**config.mk**
```make
export PLATFORM = sky130hd
export DESIGN_NAME = software_timer_scheduler_core
export DESIGN_NICKNAME = d
export VERILOG_FILES = /design/src/hw/rtl/sts_pkg.sv /design/src/hw/rtl/software_timer_scheduler_core.sv /design/src/hw/rtl/sts_slot_store.sv
export SDC_FILE = /design/constraint.sdc
export NUM_CORES = 1
export LEC_CHECK = 0
export ABC_AREA = 1
export BUFFER_PORTS_ARGS = -buffer_cell sky130_fd_sc_hd__buf_2
export CAP_MARGIN = 20
export CELL_PAD_IN_SITES_DETAIL_PLACEMENT = 0
export CELL_PAD_IN_SITES_GLOBAL_PLACEMENT = 2
export CORE_ASPECT_RATIO = 2
export CORE_MARGIN = 5
export CORE_UTILIZATION = 31
export CTS_CLUSTER_SIZE = 12
export DETAILED_ROUTE_END_ITERATION = 12
export GPL_TIMING_DRIVEN = 0
export PLACE_DENSITY_LB_ADDON = 0.1
export RECOVER_POWER = 50
export SYNTH_ARGS = -nofsm -noshare
export SYNTH_HDL_FRONTEND = slang
export SYNTH_SLANG_ARGS = --single-unit
```
**constraint.sdc**
```tcl
create_clock -name clock -period 8.85 [get_ports clock]
set_clock_uncertainty 0.1 [all_clocks]
set_input_delay 0.885 -clock clock [delete_from_list [all_inputs] [get_ports clock]]
set_output_delay 0.885 -clock clock [all_outputs]
set_load 0.05 [all_outputs]
```
**src/hw/rtl/sts_pkg.sv**
```systemverilog
// ----------------------------------------------------------------------------
// sts_pkg: shared types and constants of the software timer scheduler
// Slot count, counter width, operation codes and the slot entry layout.
// ----------------------------------------------------------------------------
`default_nettype none

package sts_pkg;

   // sizing
   localparam int SLOTS       = 16;
   localparam int COUNT_WIDTH = 16;
   localparam int IDX_W       = (SLOTS > 1) ? $clog2(SLOTS) : 1;

   // item field widths
   localparam int OP_W     = 2;
   localparam int SLOT_W   = 4;
   localparam int PERIOD_W = 16;

   localparam logic [COUNT_WIDTH-1:0] COUNT_MAX = '1;

   // operation codes
   typedef enum logic [OP_W-1:0] {
      OP_TICK       = 2'd0,
      OP_REGISTER   = 2'd1,
      OP_UNREGISTER = 2'd2,
      OP_NONE       = 2'd3
   } op_type;

   // one slot of the timer table
   typedef struct packed {
      logic                   armed;
      logic                   mode;
      logic [COUNT_WIDTH-1:0] period;
      logic [COUNT_WIDTH-1:0] remaining;
   } entry_type;

   // write command into the timer table
   typedef struct packed {
      logic      wr;
      entry_type data;
   } wr_cmd_type;

   // clamp a requested period to the counter range
   function automatic logic [COUNT_WIDTH-1:0] sat_period(input logic [PERIOD_W-1:0] p);
      logic [32:0] wide;
      wide = 33'(p);
      if (wide > 33'(COUNT_MAX)) begin
         return COUNT_MAX;
      end
      return wide[COUNT_WIDTH-1:0];
   endfunction

endpackage

`default_nettype wire

```
**src/hw/rtl/software_timer_scheduler_core.sv**
```systemverilog
// ----------------------------------------------------------------------------
// software_timer_scheduler_core: countdown timers multiplexed on one tick
// Register, unregister and tick items drive a table of slots; a tick
// reports every slot that expires, in ascending order.
// ----------------------------------------------------------------------------
//  channel | dir | tdata                                      | tuser | tlast
//  req_    | in  | slot[3:0] period[19:4] periodic[20] (24 b) | op    | -
//  rsp_    | out | expired_slot[3:0] (8 b)                    | -     | last
//
//  register and unregister complete in the idle state; a tick scans all SLOTS
//  slots through the shared decrement and compare unit, then steps through the
//  slots up to the highest expired one to hand out reports.
//  reset clears the armed and mode flags at once; no clearing pass.
//  a report waits in the output register; the emit phase stalls while it
//  is not taken, and req_tready stays low until the tick is finished.
// ----------------------------------------------------------------------------
`default_nettype none

module software_timer_scheduler_core (
   input  wire logic        clock,
   input  wire logic        reset,
   input  wire logic        req_tvalid,
   output logic             req_tready,
   input  wire logic [23:0] req_tdata,   // slot, period, periodic, zero pad
   input  wire logic [1:0]  req_tuser,   // op
   output logic             rsp_tvalid,
   input  wire logic        rsp_tready,
   output logic [7:0]       rsp_tdata,   // expired_slot, zero pad
   output logic             rsp_tlast
);
   import sts_pkg::*;

   typedef enum logic [1:0] {
      ST_IDLE,
      ST_SCAN,
      ST_EMIT
   } state_type;

   state_type         state_ff, state_in;
   logic [IDX_W-1:0]  idx_ff, idx_in;
   logic [SLOTS-1:0]  exp_ff, exp_in;
   logic              rsp_valid_ff, rsp_valid_in;
   logic [SLOT_W-1:0] rsp_slot_ff, rsp_slot_in;
   logic              rsp_last_ff, rsp_last_in;

   logic [SLOT_W-1:0]      in_slot;
   logic [PERIOD_W-1:0]    in_period;
   logic                   in_periodic;
   op_type                 in_op;
   logic                   accept;
   logic                   in_range;
   logic [IDX_W-1:0]       addr;
   wr_cmd_type             cmd;
   entry_type              entry;
   logic [COUNT_WIDTH-1:0] dec;
   logic                   hit;
   logic [SLOTS-1:0]       exp_rest;
   logic                   scan_end;
   logic                   out_free;

   // item fields
   assign in_slot     = req_tdata[SLOT_W-1:0];
   assign in_period   = req_tdata[SLOT_W+PERIOD_W-1:SLOT_W];
   assign in_periodic = req_tdata[SLOT_W+PERIOD_W];
   assign in_op       = op_type'(req_tuser);

   assign req_tready = (state_ff == ST_IDLE);
   assign accept     = req_tvalid && req_tready;
   assign in_range   = (32'(in_slot) < SLOTS);
   assign addr       = (state_ff == ST_IDLE) ? IDX_W'(in_slot) : idx_ff;
   assign scan_end   = (32'(idx_ff) == SLOTS - 1);
   assign out_free   = !rsp_valid_ff || rsp_tready;

   sts_slot_store u_store (
      .clock (clock),
      .reset (reset),
      .addr  (addr),
      .cmd   (cmd),
      .entry (entry)
   );

   // shared decrement and zero compare
   assign dec = (entry.remaining != '0) ? entry.remaining - 1'b1 : '0;
   assign hit = entry.armed && (dec == '0);

   // reports still pending once the current one is gone
   always_comb begin
      exp_rest         = exp_ff;
      exp_rest[idx_ff] = 1'b0;
   end

   // sequencer
   always_comb begin
      state_in     = state_ff;
      idx_in       = idx_ff;
      exp_in       = exp_ff;
      rsp_valid_in = rsp_valid_ff && !rsp_tready;
      rsp_slot_in  = rsp_slot_ff;
      rsp_last_in  = rsp_last_ff;
      cmd          = '0;

      case (state_ff)
         ST_IDLE: begin
            if (accept) begin
               case (in_op)
                  OP_TICK: begin
                     state_in = ST_SCAN;
                     idx_in   = '0;
                     exp_in   = '0;
                  end
                  OP_REGISTER: begin
                     if (in_range && in_period != '0) begin
                        cmd.wr             = 1'b1;
                        cmd.data.armed     = 1'b1;
                        cmd.data.mode      = entry.armed ? entry.mode : in_periodic;
                        cmd.data.period    = sat_period(in_period);
                        cmd.data.remaining = sat_period(in_period);
                     end
                  end
                  OP_UNREGISTER: begin
                     if (in_range) begin
                        cmd.wr = 1'b1;
                     end
                  end
                  default: begin
                  end
               endcase
            end
         end
         ST_SCAN: begin
            if (entry.armed) begin
               cmd.wr   = 1'b1;
               cmd.data = entry;
               if (hit) begin
                  if (entry.mode) begin
                     cmd.data.remaining = entry.period;
                  end else begin
                     cmd.data = '0;
                  end
               end else begin
                  cmd.data.remaining = dec;
               end
            end
            exp_in[idx_ff] = hit;
            if (scan_end) begin
               state_in = ST_EMIT;
               idx_in   = '0;
            end else begin
               idx_in = idx_ff + 1'b1;
            end
         end
         ST_EMIT: begin
            if (exp_ff == '0) begin
               state_in = ST_IDLE;
            end else if (exp_ff[idx_ff]) begin
               if (out_free) begin
                  rsp_valid_in = 1'b1;
                  rsp_slot_in  = SLOT_W'(idx_ff);
                  rsp_last_in  = (exp_rest == '0);
                  exp_in       = exp_rest;
                  idx_in       = idx_ff + 1'b1;
               end
            end else begin
               idx_in = idx_ff + 1'b1;
            end
         end
         default: begin
            state_in = ST_IDLE;
         end
      endcase
   end

   // state and output register
   always_ff @(posedge clock) begin
      if (reset) begin
         state_ff     <= ST_IDLE;
         idx_ff       <= '0;
         exp_ff       <= '0;
         rsp_valid_ff <= 1'b0;
      end else begin
         state_ff     <= state_in;
         idx_ff       <= idx_in;
         exp_ff       <= exp_in;
         rsp_valid_ff <= rsp_valid_in;
      end
      rsp_slot_ff <= rsp_slot_in;
      rsp_last_ff <= rsp_last_in;
   end

   assign rsp_tvalid = rsp_valid_ff;
   assign rsp_tdata  = {4'b0000, rsp_slot_ff};
   assign rsp_tlast  = rsp_last_ff;

endmodule

`default_nettype wire

```
**src/hw/rtl/sts_slot_store.sv**
```systemverilog
// ----------------------------------------------------------------------------
// sts_slot_store: timer table
// Holds armed flag, mode, period and countdown of every slot; one shared
// address for read and write.
// ----------------------------------------------------------------------------
`default_nettype none

module sts_slot_store (
   input  wire logic                     clock,
   input  wire logic                     reset,
   input  wire logic [sts_pkg::IDX_W-1:0] addr,
   input  wire sts_pkg::wr_cmd_type      cmd,
   output sts_pkg::entry_type            entry
);
   import sts_pkg::*;

   logic [SLOTS-1:0]       armed_ff;
   logic [SLOTS-1:0]       mode_ff;
   logic [COUNT_WIDTH-1:0] period_ff [SLOTS];
   logic [COUNT_WIDTH-1:0] remaining_ff [SLOTS];

   // read side
   always_comb begin
      entry.armed     = armed_ff[addr];
      entry.mode      = mode_ff[addr];
      entry.period    = period_ff[addr];
      entry.remaining = remaining_ff[addr];
   end

   // flags, cleared at reset
   always_ff @(posedge clock) begin
      if (reset) begin
         armed_ff <= '0;
         mode_ff  <= '0;
      end else if (cmd.wr) begin
         armed_ff[addr] <= cmd.data.armed;
         mode_ff[addr]  <= cmd.data.mode;
      end
   end

   // counts, only read while the slot is armed
   always_ff @(posedge clock) begin
      if (cmd.wr) begin
         period_ff[addr]    <= cmd.data.period;
         remaining_ff[addr] <= cmd.data.remaining;
      end
   end

endmodule

`default_nettype wire
```
==> results of run 1 <==
==> report_power, final <==
group          internal (mW)  total [mW]  switching (mW)
clock                   1.19        2.24            1.05
combinational          0.817        3.32            2.50
sequential              3.01        3.04          0.0274
==> synthesized netlist by cell type <==
| cell type | n |
|---|---|
| buf_2 | 27 |
| a31oi_1 | 1 |
| edfxtp_1 | 517 |
| nor2_2 | 12 |
| a211oi_1 | 2 |
| nand3_1 | 71 |
| ha_1 | 13 |
| o21ai_4 | 1 |
| nor3b_1 | 1 |
| o21bai_1 | 1 |
| buf_4 | 10 |
| a21oi_1 | 53 |
| nand3_2 | 1 |
| a41o_1 | 1 |
| o22ai_1 | 144 |
| and2_1 | 1 |
| nor3_2 | 1 |
| o2111a_1 | 1 |
| or2_2 | 1 |
| inv_4 | 1 |
| o211ai_1 | 1 |
| xor2_1 | 1 |
| nand2_4 | 6 |
| o21a_1 | 1 |
| clkbuf_1 | 50 |
| buf_6 | 10 |
| inv_2 | 18 |
| o21ai_0 | 114 |
| dfxtp_1 | 55 |
| buf_1 | 13 |
| nor3_1 | 6 |
| clkinv_1 | 3 |
| o21ai_1 | 30 |
| nor2_4 | 6 |
| inv_1 | 98 |
| o21ai_2 | 2 |
| nand4_1 | 41 |
| nor4_1 | 9 |
| nor2_1 | 104 |
| nand2_2 | 6 |
| nand2_1 | 874 |
| nor2_8 | 1 |
| nand3b_1 | 1 |
| conb_1 | 1 |
==> stage by stage <==
stage	worst slack [ns]	instances
CTS	2.79	3499
global placement	-0.507	3375
finish	1.67	3501
detailed placement	2.77	3409
global route	1.30	3501
floorplan	3.90	2314
==> final cells by class <==
| type | instances | area, um^2 |
|---|---|---|
| clock buffers | 80 | 1480 |
| flip-flops and latches | 572 | 16600 |
| multi-input cells | 1512 | 6930 |
| clock inverters | 10 | 136 |
| fillers | 7854 | 50000 |
| inverters | 120 | 453 |
| plain buffers | 110 | 556 |
| well taps | 1029 | 1290 |
| repair buffers | 68 | 717 |
==> sequential cells by signal, indices dropped and copies added (netlist names) <==
| name | cells |
|---|---|
| exp_ff | 16 |
| idx_ff | 4 |
| rsp_slot_ff | 4 |
| rsp_tlast | 1 |
| rsp_tvalid | 1 |
| state_ff | 2 |
| u_store.armed_ff | 16 |
| u_store.mode_ff | 16 |
| u_store.period_ff | 256 |
| u_store.remaining_ff | 256 |
==> kinds of logic after synthesis <==
family                   synth area share [%]
XOR/XNOR                               0.0358
adder cells (fa/ha/maj)                 0.664
buffers and inverters                    4.13
AND/OR/NAND/NOR                          19.1
other                                  0.0153
flip-flops                               67.9
AO/OA/AOI/OAI                            8.11
==> how the worst min path moves through the flow <==
stage                                         to  cells after the start
after floorplan           exp_ff[2]$_SDFFE_PP0P_                      2
after global routing      exp_ff[2]$_SDFFE_PP0P_                      2
after detailed placement  exp_ff[2]$_SDFFE_PP0P_                      2
final                     exp_ff[2]$_SDFFE_PP0P_                      2
after CTS                 exp_ff[2]$_SDFFE_PP0P_                      2
after global placement    exp_ff[2]$_SDFFE_PP0P_                      2
==> per-layer routing <==
layer | wire [um] | global-route usage [%] | vias up | part of all wire, %
li1 | - | - | 8244 | -
met1 | 32800 | 23.0 | 8716 | 37
met2 | 48400 | 39.0 | 453 | 55
met3 | 3240 | 1.85 | 137 | 3.7
met4 | 3460 | 7.11 | 2 | 3.9
met5 | 13 | 0 | - | 0.015
==> tightest hold or removal path, delay by kind of cell, from the launching register on <==
family             cells  cell delay (ns)
DFF                    1             0.31
and+or+nand+nor        1             0.06
AOI/OAI and AO/OA      1             0.06
==> run summary, run 1 <==
layout cell share with drive strength beyond 1 -> 9.02%
Final period util -> 81.2%
placed inst area -> 26600 um^2
CP max FO -> 18
Num CTS Buffers -> 55
crit path max-delay cell type -> nor2_1
Worst Path Buf+Inv -> 8
post-CTS setup buffers -> 0
starting DRC count in detailed routing -> 1142
vias in the first global route -> 17635
Largest stage delay, worst path -> 0.98 ns
Distinct cells, synth -> 44
area grow syn2layout -> 15.1%
Hold Violations, Final -> 0
FF-to-FF End -> u_store.remaining_ff[5][14]$_DFFE_PP_
CP startpoint -> state_ff[0]$_SDFFE_PP0P_
# resized after CTS -> 0
Die Y -> 407 um
largest net degree at the start of global routing -> 22
Clock Path Buffers -> 3
CTS clock-pin slew for the worst setup and hold paths -> 0.06 ns
cell mode on critical path -> nor2_1
Final Max Tran Viols -> 0
sequential fraction of the synthesis area -> 67.9%
commonest cells after routing, fill and taps aside -> nand2_1 (876), edfxtp_1 (517), o22ai_1 (144)
Synth area leader -> edfxtp_1
Critical Path AT -> 7.42 ns
# H-tree levels -> 2
Final HPWL DP -> 61400 um
initial antenna violation count -> 1
design area -> 28200 um^2
GPL Wtd Cong -> 0.809
RSZ-0062 raised after global routing -> false
synthesized area -> 24500 um^2
clk sinks -> 572
worst-path cell chain -> inv_1 > ha_1 > buf_4 > nand2_1 > nand2_4 > buf_2 > nor2_1 > clkinv_1 > o22ai_1 > o21ai_0 > nand4_1 > inv_2 > nor2_1 > inv_1 > o21ai_0 > nand2_1 > nor2_1 > buf_16 > buf_12
Max-slew headroom -> 19.7%
reg2reg start -> state_ff[0]$_SDFFE_PP0P_
CTS Hold Bufs -> 0
Crit path depth -> 19
Core Footprint -> 78200 um^2
Power Density -> 305 nW/um^2
WL final -> 87900 um
Die W -> 209 um
worst reg2reg path depth -> 19
CP endpoint kind -> flop
die area -> 85000 um^2
Initial Util -> 31.3%
Final min period -> 7.18 ns
outcome -> complete, no violations
Mean Syn Cell Area -> 10.6 um^2
vias per inst -> 5.01
CTS tree -> done
# IOs -> 41
Antenna diodes -> 0
Max-Cap Viols -> 0
wire per inst -> 25.1 um
drc violations -> 0
GRT Overall Usage -> 20.2%
clk_lat worst skew -> 0.66 ns
Warnings, synthesis -> 0
Hold Startpoint -> exp_ff[2]$_SDFFE_PP0P_
Post-Syn Instances -> 2311
HP Class -> flop to flop
Worst R2R Setup Slack -> 1.67 ns
1st-pass router iterations -> 5
crit path launch type -> flop
first-pass GRT wire length -> 126000 um
count of nets after finishing -> 2482
DR vias -> 17552
setup_tns -> 0 ns
CP endpoint -> u_store.remaining_ff[5][14]$_DFFE_PP_
clk root buf -> clkbuf_16
placement row count -> 145
top-area cell type share of the netlist area -> 63.4%
top post-synthesis cells by area -> edfxtp_1 (63%), nand2_1 (13%), dfxtp_1 (4.5%)
count of final setup violators -> 0
Final Util -> 36.0%
Worst Hold Slack -> 0.367 ns
Achievable Freq -> 139 MHz
FF+latch count, synth -> 572
WS Path Type -> flop to flop
Tightest Pin Transition -> 1.19 ns
Pleak -> 10.6 nW
total gr overflow -> 0
commonest non-fill, non-tap cell in the layout -> nand2_1
post-detailed-route count of antenna-violating nets -> 0
Worst EP required -> 9.09 ns
total power -> 8.59 mW
Peak VDD IR -> 178 uV
delay-heaviest family, CP -> simple AND/OR/NAND/NOR gates
I/O Buffers -> 32
Power figures use the tool's default switching activity.
==> inputs of run 2 (changes only) <==
==> constraint.sdc (replaced) <==
create_clock -name clock -period 7.05 [get_ports clock]
set_clock_uncertainty 0.1 [all_clocks]
set_input_delay 0.705 -clock clock [delete_from_list [all_inputs] [get_ports clock]]
set_output_delay 0.705 -clock clock [all_outputs]
set_load 0.05 [all_outputs]
==> run summary, run 2 (synthesis gave the netlist of run 1 again) <==
Worst EP required -> 7.48 ns (was 9.09 ns)
clk sinks -> 572 (unchanged)
layout cell share with drive strength beyond 1 -> 9.26% (was 9.02%)
DR vias -> 17512 (was 17552)
Max-Cap Viols -> 0 (unchanged)
Final min period -> 6.34 ns (was 7.18 ns)
delay-heaviest family, CP -> simple AND/OR/NAND/NOR gates (unchanged)
count of final setup violators -> 0 (unchanged)
total power -> 10.8 mW (was 8.59 mW)
crit path max-delay cell type -> nor2_4 (was nor2_1)
Worst R2R Setup Slack -> 0.71 ns (was 1.67 ns)
design area -> 28200 um^2 (about the same)
multi-input logic area -> 6970 um^2 (was 6930 um^2)
Max-slew headroom -> 19.7% (about the same)
first-pass GRT wire length -> 126000 um (unchanged)
setup_tns -> 0 ns (unchanged)
vias per inst -> 5.00 (was 5.01)
Worst Hold Slack -> 0.268 ns (was 0.367 ns)
WS Path Type -> flop to flop (unchanged)
HP Class -> input port to flop (was flop to flop)
Die Y -> 407 um (unchanged)
# IOs -> 41 (unchanged)
Psw -> 4.51 mW (was 3.58 mW)
# resized after CTS -> 0 (unchanged)
Achievable Freq -> 158 MHz (was 139 MHz)
post-CTS setup buffers -> 0 (unchanged)
CTS Hold Bufs -> 0 (unchanged)
CP max FO -> 21 (was 18)
Final Max Tran Viols -> 0 (unchanged)
RSZ-0062 raised after global routing -> false (unchanged)
vias in the first global route -> 17635 (unchanged)
count of nets after finishing -> 2482 (unchanged)
sw frac -> 41.7% (was 41.6%)
initial antenna violation count -> 1 (unchanged)
Final Util -> 36.1% (was 36.0%)
crit path launch type -> flop (unchanged)
Critical Path AT -> 6.77 ns (was 7.42 ns)
die area -> 85000 um^2 (unchanged)
CTS tree -> done (unchanged)
Reg area -> 16600 um^2 (unchanged)
share of power burned in registers -> 35.2% (was 35.4%)
Final period util -> 89.9% (was 81.2%)
Power Density -> 383 nW/um^2 (was 305 nW/um^2)
Final HPWL DP -> 61400 um (unchanged)
largest net degree at the start of global routing -> 22 (unchanged)
CP endpoint kind -> flop (unchanged)
GRT Overall Usage -> 20.2% (unchanged)
Antenna diodes -> 0 (unchanged)
clk root buf -> clkbuf_16 (unchanged)
I/O Buffers -> 32 (unchanged)
Clock Path Buffers -> 3 (unchanged)
logic gate share of total power -> 38.8% (was 38.6%)
total gr overflow -> 0 (unchanged)
Hold Violations, Final -> 0 (unchanged)
placement row count -> 145 (unchanged)
Die W -> 209 um (unchanged)
Core Footprint -> 78200 um^2 (unchanged)
Tightest Pin Transition -> 1.19 ns (about the same)
post-detailed-route count of antenna-violating nets -> 0 (unchanged)
commonest non-fill, non-tap cell in the layout -> nand2_1 (unchanged)
Worst Path Buf+Inv -> 8 (unchanged)
Num CTS Buffers -> 55 (unchanged)
drc violations -> 0 (unchanged)
worst-path cell chain -> inv_1 > ha_1 > buf_4 > nand2_1 > nand2_4 > buf_2 > nor2_1 > clkinv_1 > o22ai_1 > o21ai_0 > nand4_1 > inv_2 > nor2_4 > inv_2 > o21ai_2 > nand2_1 > nor2_4 > buf_12 > nand4_1 > nand2_1 > inv_1 (was inv_1 > ha_1 > buf_4 > nand2_1 > nand2_4 > buf_2 > nor2_1 > clkinv_1 > o22ai_1 > o21ai_0 > nand4_1 > inv_2 > nor2_1 > inv_1 > o21ai_0 > nand2_1 > nor2_1 > buf_16 > buf_12)
clock network fraction of total power -> 26.0% (about the same)
Initial Util -> 31.3% (unchanged)
wire per inst -> 25.1 um (about the same)
commonest cells after routing, fill and taps aside -> nand2_1 (875), edfxtp_1 (517), o22ai_1 (144) (was nand2_1 (876), edfxtp_1 (517), o22ai_1 (144))
top flop regs -> u_store.period_ff: 256 flops, u_store.remaining_ff: 256 flops (unchanged)
WL final -> 87900 um (about the same)
Peak VDD IR -> 224 uV (was 178 uV)
# H-tree levels -> 2 (unchanged)
area grow syn2layout -> 15.3% (was 15.1%)
number of fill cells -> 7846 (was 7854)
cell mode on critical path -> nand2_1 (was nor2_1)
1st-pass router iterations -> 5 (unchanged)
Pleak -> 10.6 nW (about the same)
Largest stage delay, worst path -> 0.82 ns (was 0.98 ns)
placed inst area -> 26600 um^2 (unchanged)
CTS clock-pin slew for the worst setup and hold paths -> 0.07 ns (was 0.06 ns)
Cell Int Power -> 6.30 mW (was 5.02 mW)
outcome -> complete, no violations (unchanged)
starting DRC count in detailed routing -> 1145 (was 1142)
clk_lat worst skew -> 0.66 ns (about the same)
GPL Wtd Cong -> 0.809 (unchanged)
run 2: power by group through the flow:
stage          logic (mW)  registers [mW]  clock network (mW)
2_1_floorplan        2.56            3.88                   0
3_3_place_gp         4.23            3.89                   0
3_5_place_dp         4.29            3.89                   0
4_1_cts              4.31            3.81                2.88
5_1_grt              4.62            3.82                3.01
6_report             4.19            3.81                2.81
run 2: per-stage QoR:
| step | worst slack (ns) | instances |
|---|---|---|
| 2_1_floorplan | 2.10 | 2314 |
| 3_3_place_gp | -2.31 | 3375 |
| 3_5_place_dp | 1.03 | 3409 |
| 4_1_cts | 0.986 | 3499 |
| 5_1_grt | 0.386 | 3501 |
| 6_report | 0.715 | 3501 |
run 2: worst paths after layout:
check                                         startpoint                               end  depth (start not counted)
worst min-delay path                          rsp_tready             rsp_tvalid$_SDFF_PP0_                          4
worst max register to register  state_ff[0]$_SDFFE_PP0P_  u_store.armed_ff[3]$_SDFFE_PP0P_                         21
worst max-delay path            state_ff[0]$_SDFFE_PP0P_  u_store.armed_ff[3]$_SDFFE_PP0P_                         21
worst min register to register    exp_ff[2]$_SDFFE_PP0P_            exp_ff[2]$_SDFFE_PP0P_                          2
run 2: per-layer routing:
layer / wire length [um] / global-route usage, %
met2: 48500 / 39.0
met1: 33000 / 23.0
met4: 3410 / 7.11
met3: 3020 / 1.85
met5: 13 / 0
run 2: worst reg2reg max path: stages, from the launching register on:
cell and delay, ns:
dfxtp_1 0.37, inv_1 0.11, ha_1 0.26, buf_4 0.20
nand2_1 0.37, nand2_4 0.16, buf_2 0.24, nor2_1 0.80
clkinv_1 0.60, o22ai_1 0.38, o21ai_0 0.15, nand4_1 0.30
inv_2 0.10, nor2_4 0.19, inv_2 0.14, o21ai_2 0.13
nand2_1 0.29, nor2_4 0.82, buf_12 0.30, nand4_1 0.12
nand2_1 0.09, inv_1 0.04
run 2: final cells by class:
| type | instances | share of cell area (%) |
|---|---|---|
| Tap cell | 1029 | 4.56 |
| Timing Repair Buffer | 68 | 2.54 |
| Clock inverter | 10 | 0.483 |
| Buffer | 110 | 1.96 |
| Sequential cell | 572 | 58.9 |
| Multi-Input combinational cell | 1512 | 24.7 |
| Inverter | 120 | 1.60 |
| Clock buffer | 80 | 5.24 |
==> inputs of run 3 (changes only) <==
--- a/config.mk
+++ b/config.mk
@@ -11,7 +11,6 @@
 export CELL_PAD_IN_SITES_DETAIL_PLACEMENT = 0
 export CELL_PAD_IN_SITES_GLOBAL_PLACEMENT = 2
 export CORE_ASPECT_RATIO = 2
-export CORE_MARGIN = 5
 export CORE_UTILIZATION = 31
 export CTS_CLUSTER_SIZE = 12
 export DETAILED_ROUTE_END_ITERATION = 12
@@ -20,4 +19,5 @@
 export RECOVER_POWER = 50
 export SYNTH_ARGS = -nofsm -noshare
 export SYNTH_HDL_FRONTEND = slang
+export SYNTH_HIERARCHICAL = 1
 export SYNTH_SLANG_ARGS = --single-unit
==> run summary, run 3 <==
area grow syn2layout -> 13.3% (was 15.3%)
# H-tree levels -> 2 (unchanged)
placed inst area -> 28400 um^2 (was 26600 um^2)
top post-synthesis cells by area -> edfxtp_1 (59%), nand2_1 (24%), dfxtp_1 (4.2%) (was edfxtp_1 (63%), nand2_1 (13%), dfxtp_1 (4.5%))
setup_tns -> 0 ns (unchanged)
Mean Syn Cell Area -> 9.05 um^2 (was 10.6 um^2)
crit path launch type -> flop (unchanged)
Hold Startpoint -> rsp_tready (unchanged)
GPL Wtd Cong -> 0.867 (was 0.809)
count of nets after finishing -> 3071 (was 2482)
FF-to-FF End -> u_store/remaining_ff[8][2]$_DFFE_PP_ (was u_store.armed_ff[3]$_SDFFE_PP0P_)
WL final -> 94400 um (was 87900 um)
Power Density -> 271 nW/um^2 (was 383 nW/um^2)
Peak VDD IR -> 200 uV (was 224 uV)
die area -> 85900 um^2 (was 85000 um^2)
clk_lat worst skew -> 0.61 ns (was 0.66 ns)
1st-pass router iterations -> 5 (unchanged)
top flop regs -> u_store/period_ff: 256 flops, u_store/remaining_ff: 256 flops (was u_store.period_ff: 256 flops, u_store.remaining_ff: 256 flops)
placement row count -> 150 (was 145)
RSZ-0062 raised after global routing -> false (unchanged)
outcome -> finished, violations left (was complete, no violations)
Worst R2R Setup Slack -> 0.37 ns (was 0.71 ns)
number of fill cells -> 8661 (was 7846)
total power -> 8.07 mW (was 10.8 mW)
count of final setup violators -> 0 (unchanged)
HP Class -> input port to flop (unchanged)
sequential fraction of the synthesis area -> 63.3% (was 67.9%)
reg2reg start -> idx_ff[0]$_SDFFE_PP0P_ (was state_ff[0]$_SDFFE_PP0P_)
Hold Path End -> rsp_tvalid$_SDFF_PP0_ (unchanged)
CP max FO -> 20 (was 21)
FF+latch count, synth -> 572 (unchanged)
crit path max-delay cell type -> nor2_2 (was nor2_4)
clk sinks -> 572 (unchanged)
multi-input logic area -> 8290 um^2 (was 6970 um^2)
WS Path Type -> flop to flop (unchanged)
initial antenna violation count -> 2 (was 1)
Tightest Pin Transition -> 1.97 ns (was 1.19 ns)
wire per inst -> 22.9 um (was 25.1 um)
vias per inst -> 4.77 (was 5.00)
largest net degree at the start of global routing -> 23 (was 22)
total gr overflow -> 0 (unchanged)
Achievable Freq -> 150 MHz (was 158 MHz)
post-CTS setup buffers -> 0 (unchanged)
design area -> 29700 um^2 (was 28200 um^2)
Crit path depth -> 20 (was 21)
Hold Violations, Final -> 0 (unchanged)
share of async-settable or async-resettable flops after synthesis -> 0% (unchanged)
post-detailed-route count of antenna-violating nets -> 0 (unchanged)
commonest non-fill, non-tap cell in the layout -> nand2_1 (unchanged)
Final min period -> 6.68 ns (was 6.34 ns)
worst reg2reg path depth -> 20 (was 21)
worst hold stages -> 4 (unchanged)
delay-heaviest family, CP -> buffers and inverters (was simple AND/OR/NAND/NOR gates)
most frequent cell after synthesis -> nand2_1 (unchanged)
Die Y -> 414 um (was 407 um)
Pleak -> 12.5 nW (was 10.6 nW)
Die W -> 208 um (was 209 um)
Post-Syn Instances -> 2901 (was 2311)
failing checks -> max-capacitance violations, max-slew violations
Largest stage delay, worst path -> 1.11 ns (was 0.82 ns)
top-area cell type share of the netlist area -> 59.1% (was 63.4%)
first-pass GRT wire length -> 135000 um (was 126000 um)
Max-Cap Viols -> 3 (was 0)
Num CTS Buffers -> 55 (unchanged)
# IOs -> 41 (unchanged)
clk root buf -> clkbuf_16 (unchanged)
cell mode on critical path -> nand2_1 (unchanged)
Final Max Tran Viols -> 25 (was 0)
worst-path cell chain -> clkbuf_1 > inv_1 > clkbuf_1 > o21ai_0 > buf_2 > buf_2 > clkbuf_1 > nand2_1 > nand2_1 > nand2_1 > nand2_1 > nand2_1 > nand2_1 > inv_1 > nand2_1 > nand2_1 > o21ai_0 > nand3_1 > nor2_2 > buf_2 (was inv_1 > ha_1 > buf_4 > nand2_1 > nand2_4 > buf_2 > nor2_1 > clkinv_1 > o22ai_1 > o21ai_0 > nand4_1 > inv_2 > nor2_4 > inv_2 > o21ai_2 > nand2_1 > nor2_4 > buf_12 > nand4_1 > nand2_1 > inv_1)
Clock Path Buffers -> 3 (unchanged)
CP endpoint kind -> flop (unchanged)
Worst Path Buf+Inv -> 8 (unchanged)
Core Footprint -> 83700 um^2 (was 78200 um^2)
I/O Buffers -> 33 (was 32)
CP startpoint -> idx_ff[0]$_SDFFE_PP0P_ (was state_ff[0]$_SDFFE_PP0P_)
synthesized area -> 26300 um^2 (was 24500 um^2)
DR vias -> 19647 (was 17512)
layout cell share with drive strength beyond 1 -> 8.38% (was 9.26%)
CTS clock-pin slew for the worst setup and hold paths -> 0.06 ns (was 0.07 ns)
Final period util -> 94.7% (was 89.9%)
Cell Count, Final, Fillers Out -> 4119 (was 3501)
Distinct cells, synth -> 40 (was 44)
drc violations -> 0 (unchanged)
top cells by count, synth -> nand2_1 (1691), edfxtp_1 (517), inv_1 (162) (was nand2_1 (874), edfxtp_1 (517), o22ai_1 (144))
Synth area leader -> edfxtp_1 (unchanged)
Warnings, synthesis -> 6 (was 0)
Initial Util -> 31.4% (was 31.3%)
Main synth FF type -> edfxtp_1 (unchanged)
Final HPWL DP -> 69500 um (was 61400 um)
Worst EP required -> 7.19 ns (was 7.48 ns)
CTS tree -> done (unchanged)
GRT Overall Usage -> 22.1% (was 20.2%)
vias in the first global route -> 19771 (was 17635)
placed cells -> 4036 (was 3409)
Reg area -> 16600 um^2 (unchanged)
Antenna diodes -> 0 (unchanged)
Max-slew headroom -> -32.1% (was 19.7%)
commonest cells after routing, fill and taps aside -> nand2_1 (1691), edfxtp_1 (517), inv_1 (162) (was nand2_1 (875), edfxtp_1 (517), o22ai_1 (144))
EDFF count, synth -> 517 (unchanged)
starting DRC count in detailed routing -> 1117 (was 1145)
Critical Path AT -> 6.82 ns (was 6.77 ns)
## run 3: changes by cell type after synthesis, sizes merged, moves of 19 or more
cell	previous run	this run
nor2	123	86
buf	60	103
inv	117	166
clkbuf	50	31
o21ai	147	68
nand2	886	1695
o22ai	144	2
nand3	72	40
## run 3: cells by family (layout without fill, tap and decap cells)
family | Yosys count | in the layout | synth area share [%]
AO/OA/AOI/OAI | 151 | 151 | 3.27
XOR/XNOR | 1 | 1 | 0.0334
buffers and inverters | 303 | 454 | 5.23
AND/OR/NAND/NOR | 1860 | 1860 | 27.5
adder cells (fa/ha/maj) | 13 | 13 | 0.620
flip-flops | 572 | 572 | 63.3
other | 1 | 4 | 0.0143
## run 3: power by group
part	switching [mW]	total (mW)	internal [mW]
Combinational	1.21	1.59	0.381
Clock	1.25	2.77	1.52
Sequential	0.00914	3.71	3.70
Total	2.47	8.07	5.60
## run 3: timing repair
item,CTS,global route
hold buffers,0,0
setup endpoints to repair,0,189
resized for setup,0,4
## run 3: worst register-to-register path, cell delays in order (launching register included)
cell      delay (ns)
dfxtp_1         0.37
clkbuf_1        0.38
inv_1           0.18
clkbuf_1        0.32
o21ai_0         0.25
buf_2           0.25
buf_2           0.46
clkbuf_1        0.70
nand2_1         0.12
nand2_1         0.18
nand2_1         0.07
nand2_1         0.08
nand2_1         0.05
nand2_1         0.07
inv_1           0.04
nand2_1         0.22
nand2_1         0.16
o21ai_0         0.23
nand3_1         0.24
nor2_2          1.11
buf_2           0.71
## run 3: metal layers
| metal | GRT usage, % | wire, um | share of wire (%) | vias up |
|---|---|---|---|---|
| li1 | - | - | - | 9522 |
| met1 | 22.8 | 34300 | 36 | 9572 |
| met2 | 44.8 | 53200 | 56 | 408 |
| met3 | 1.94 | 2880 | 3.1 | 145 |
| met4 | 9.11 | 4080 | 4.3 | 0 |
| met5 | 0 | 0 | 0 | - |
## run 3: worst max-delay path by stage
| stage | to | slack (ns) |
|---|---|---|
| floorplan | u_store/remaining_ff[0][12]$_DFFE_PP_ | 2.08 |
| global placement | u_store/armed_ff[3]$_SDFFE_PP0P_ | -1.35 |
| detailed placement | u_store/armed_ff[13]$_SDFFE_PP0P_ | 0.06 |
| CTS | u_store/armed_ff[10]$_SDFFE_PP0P_ | 0.03 |
| global route | u_store/remaining_ff[8][1]$_DFFE_PP_ | 0.01 |
| finish | u_store/remaining_ff[8][2]$_DFFE_PP_ | 0.37 |
## run 3: cell type report
type                       count  area share [%]
clock inverter                 5           0.164
timing repair buffer          68            1.88
multi-input combinational   2029            27.9
sequential                   572            55.9
buffer                       133            2.44
inverter                     169            2.15
clock buffer                  79            5.14
tap                         1064            4.48
## run 3: metrics by stage
stage / hold slack [ns] / util [%] / setup WS, ns
finish: 0.289 / 35.5 / 0.370
global route: 0.307 / 35.5 / 0.0144
CTS: 0.246 / 35.9 / 0.0281
detailed placement: 0.318 / 34.0 / 0.0629
global placement: 0.318 / 33.2 / -1.35
floorplan: 0.306 / - / 2.08
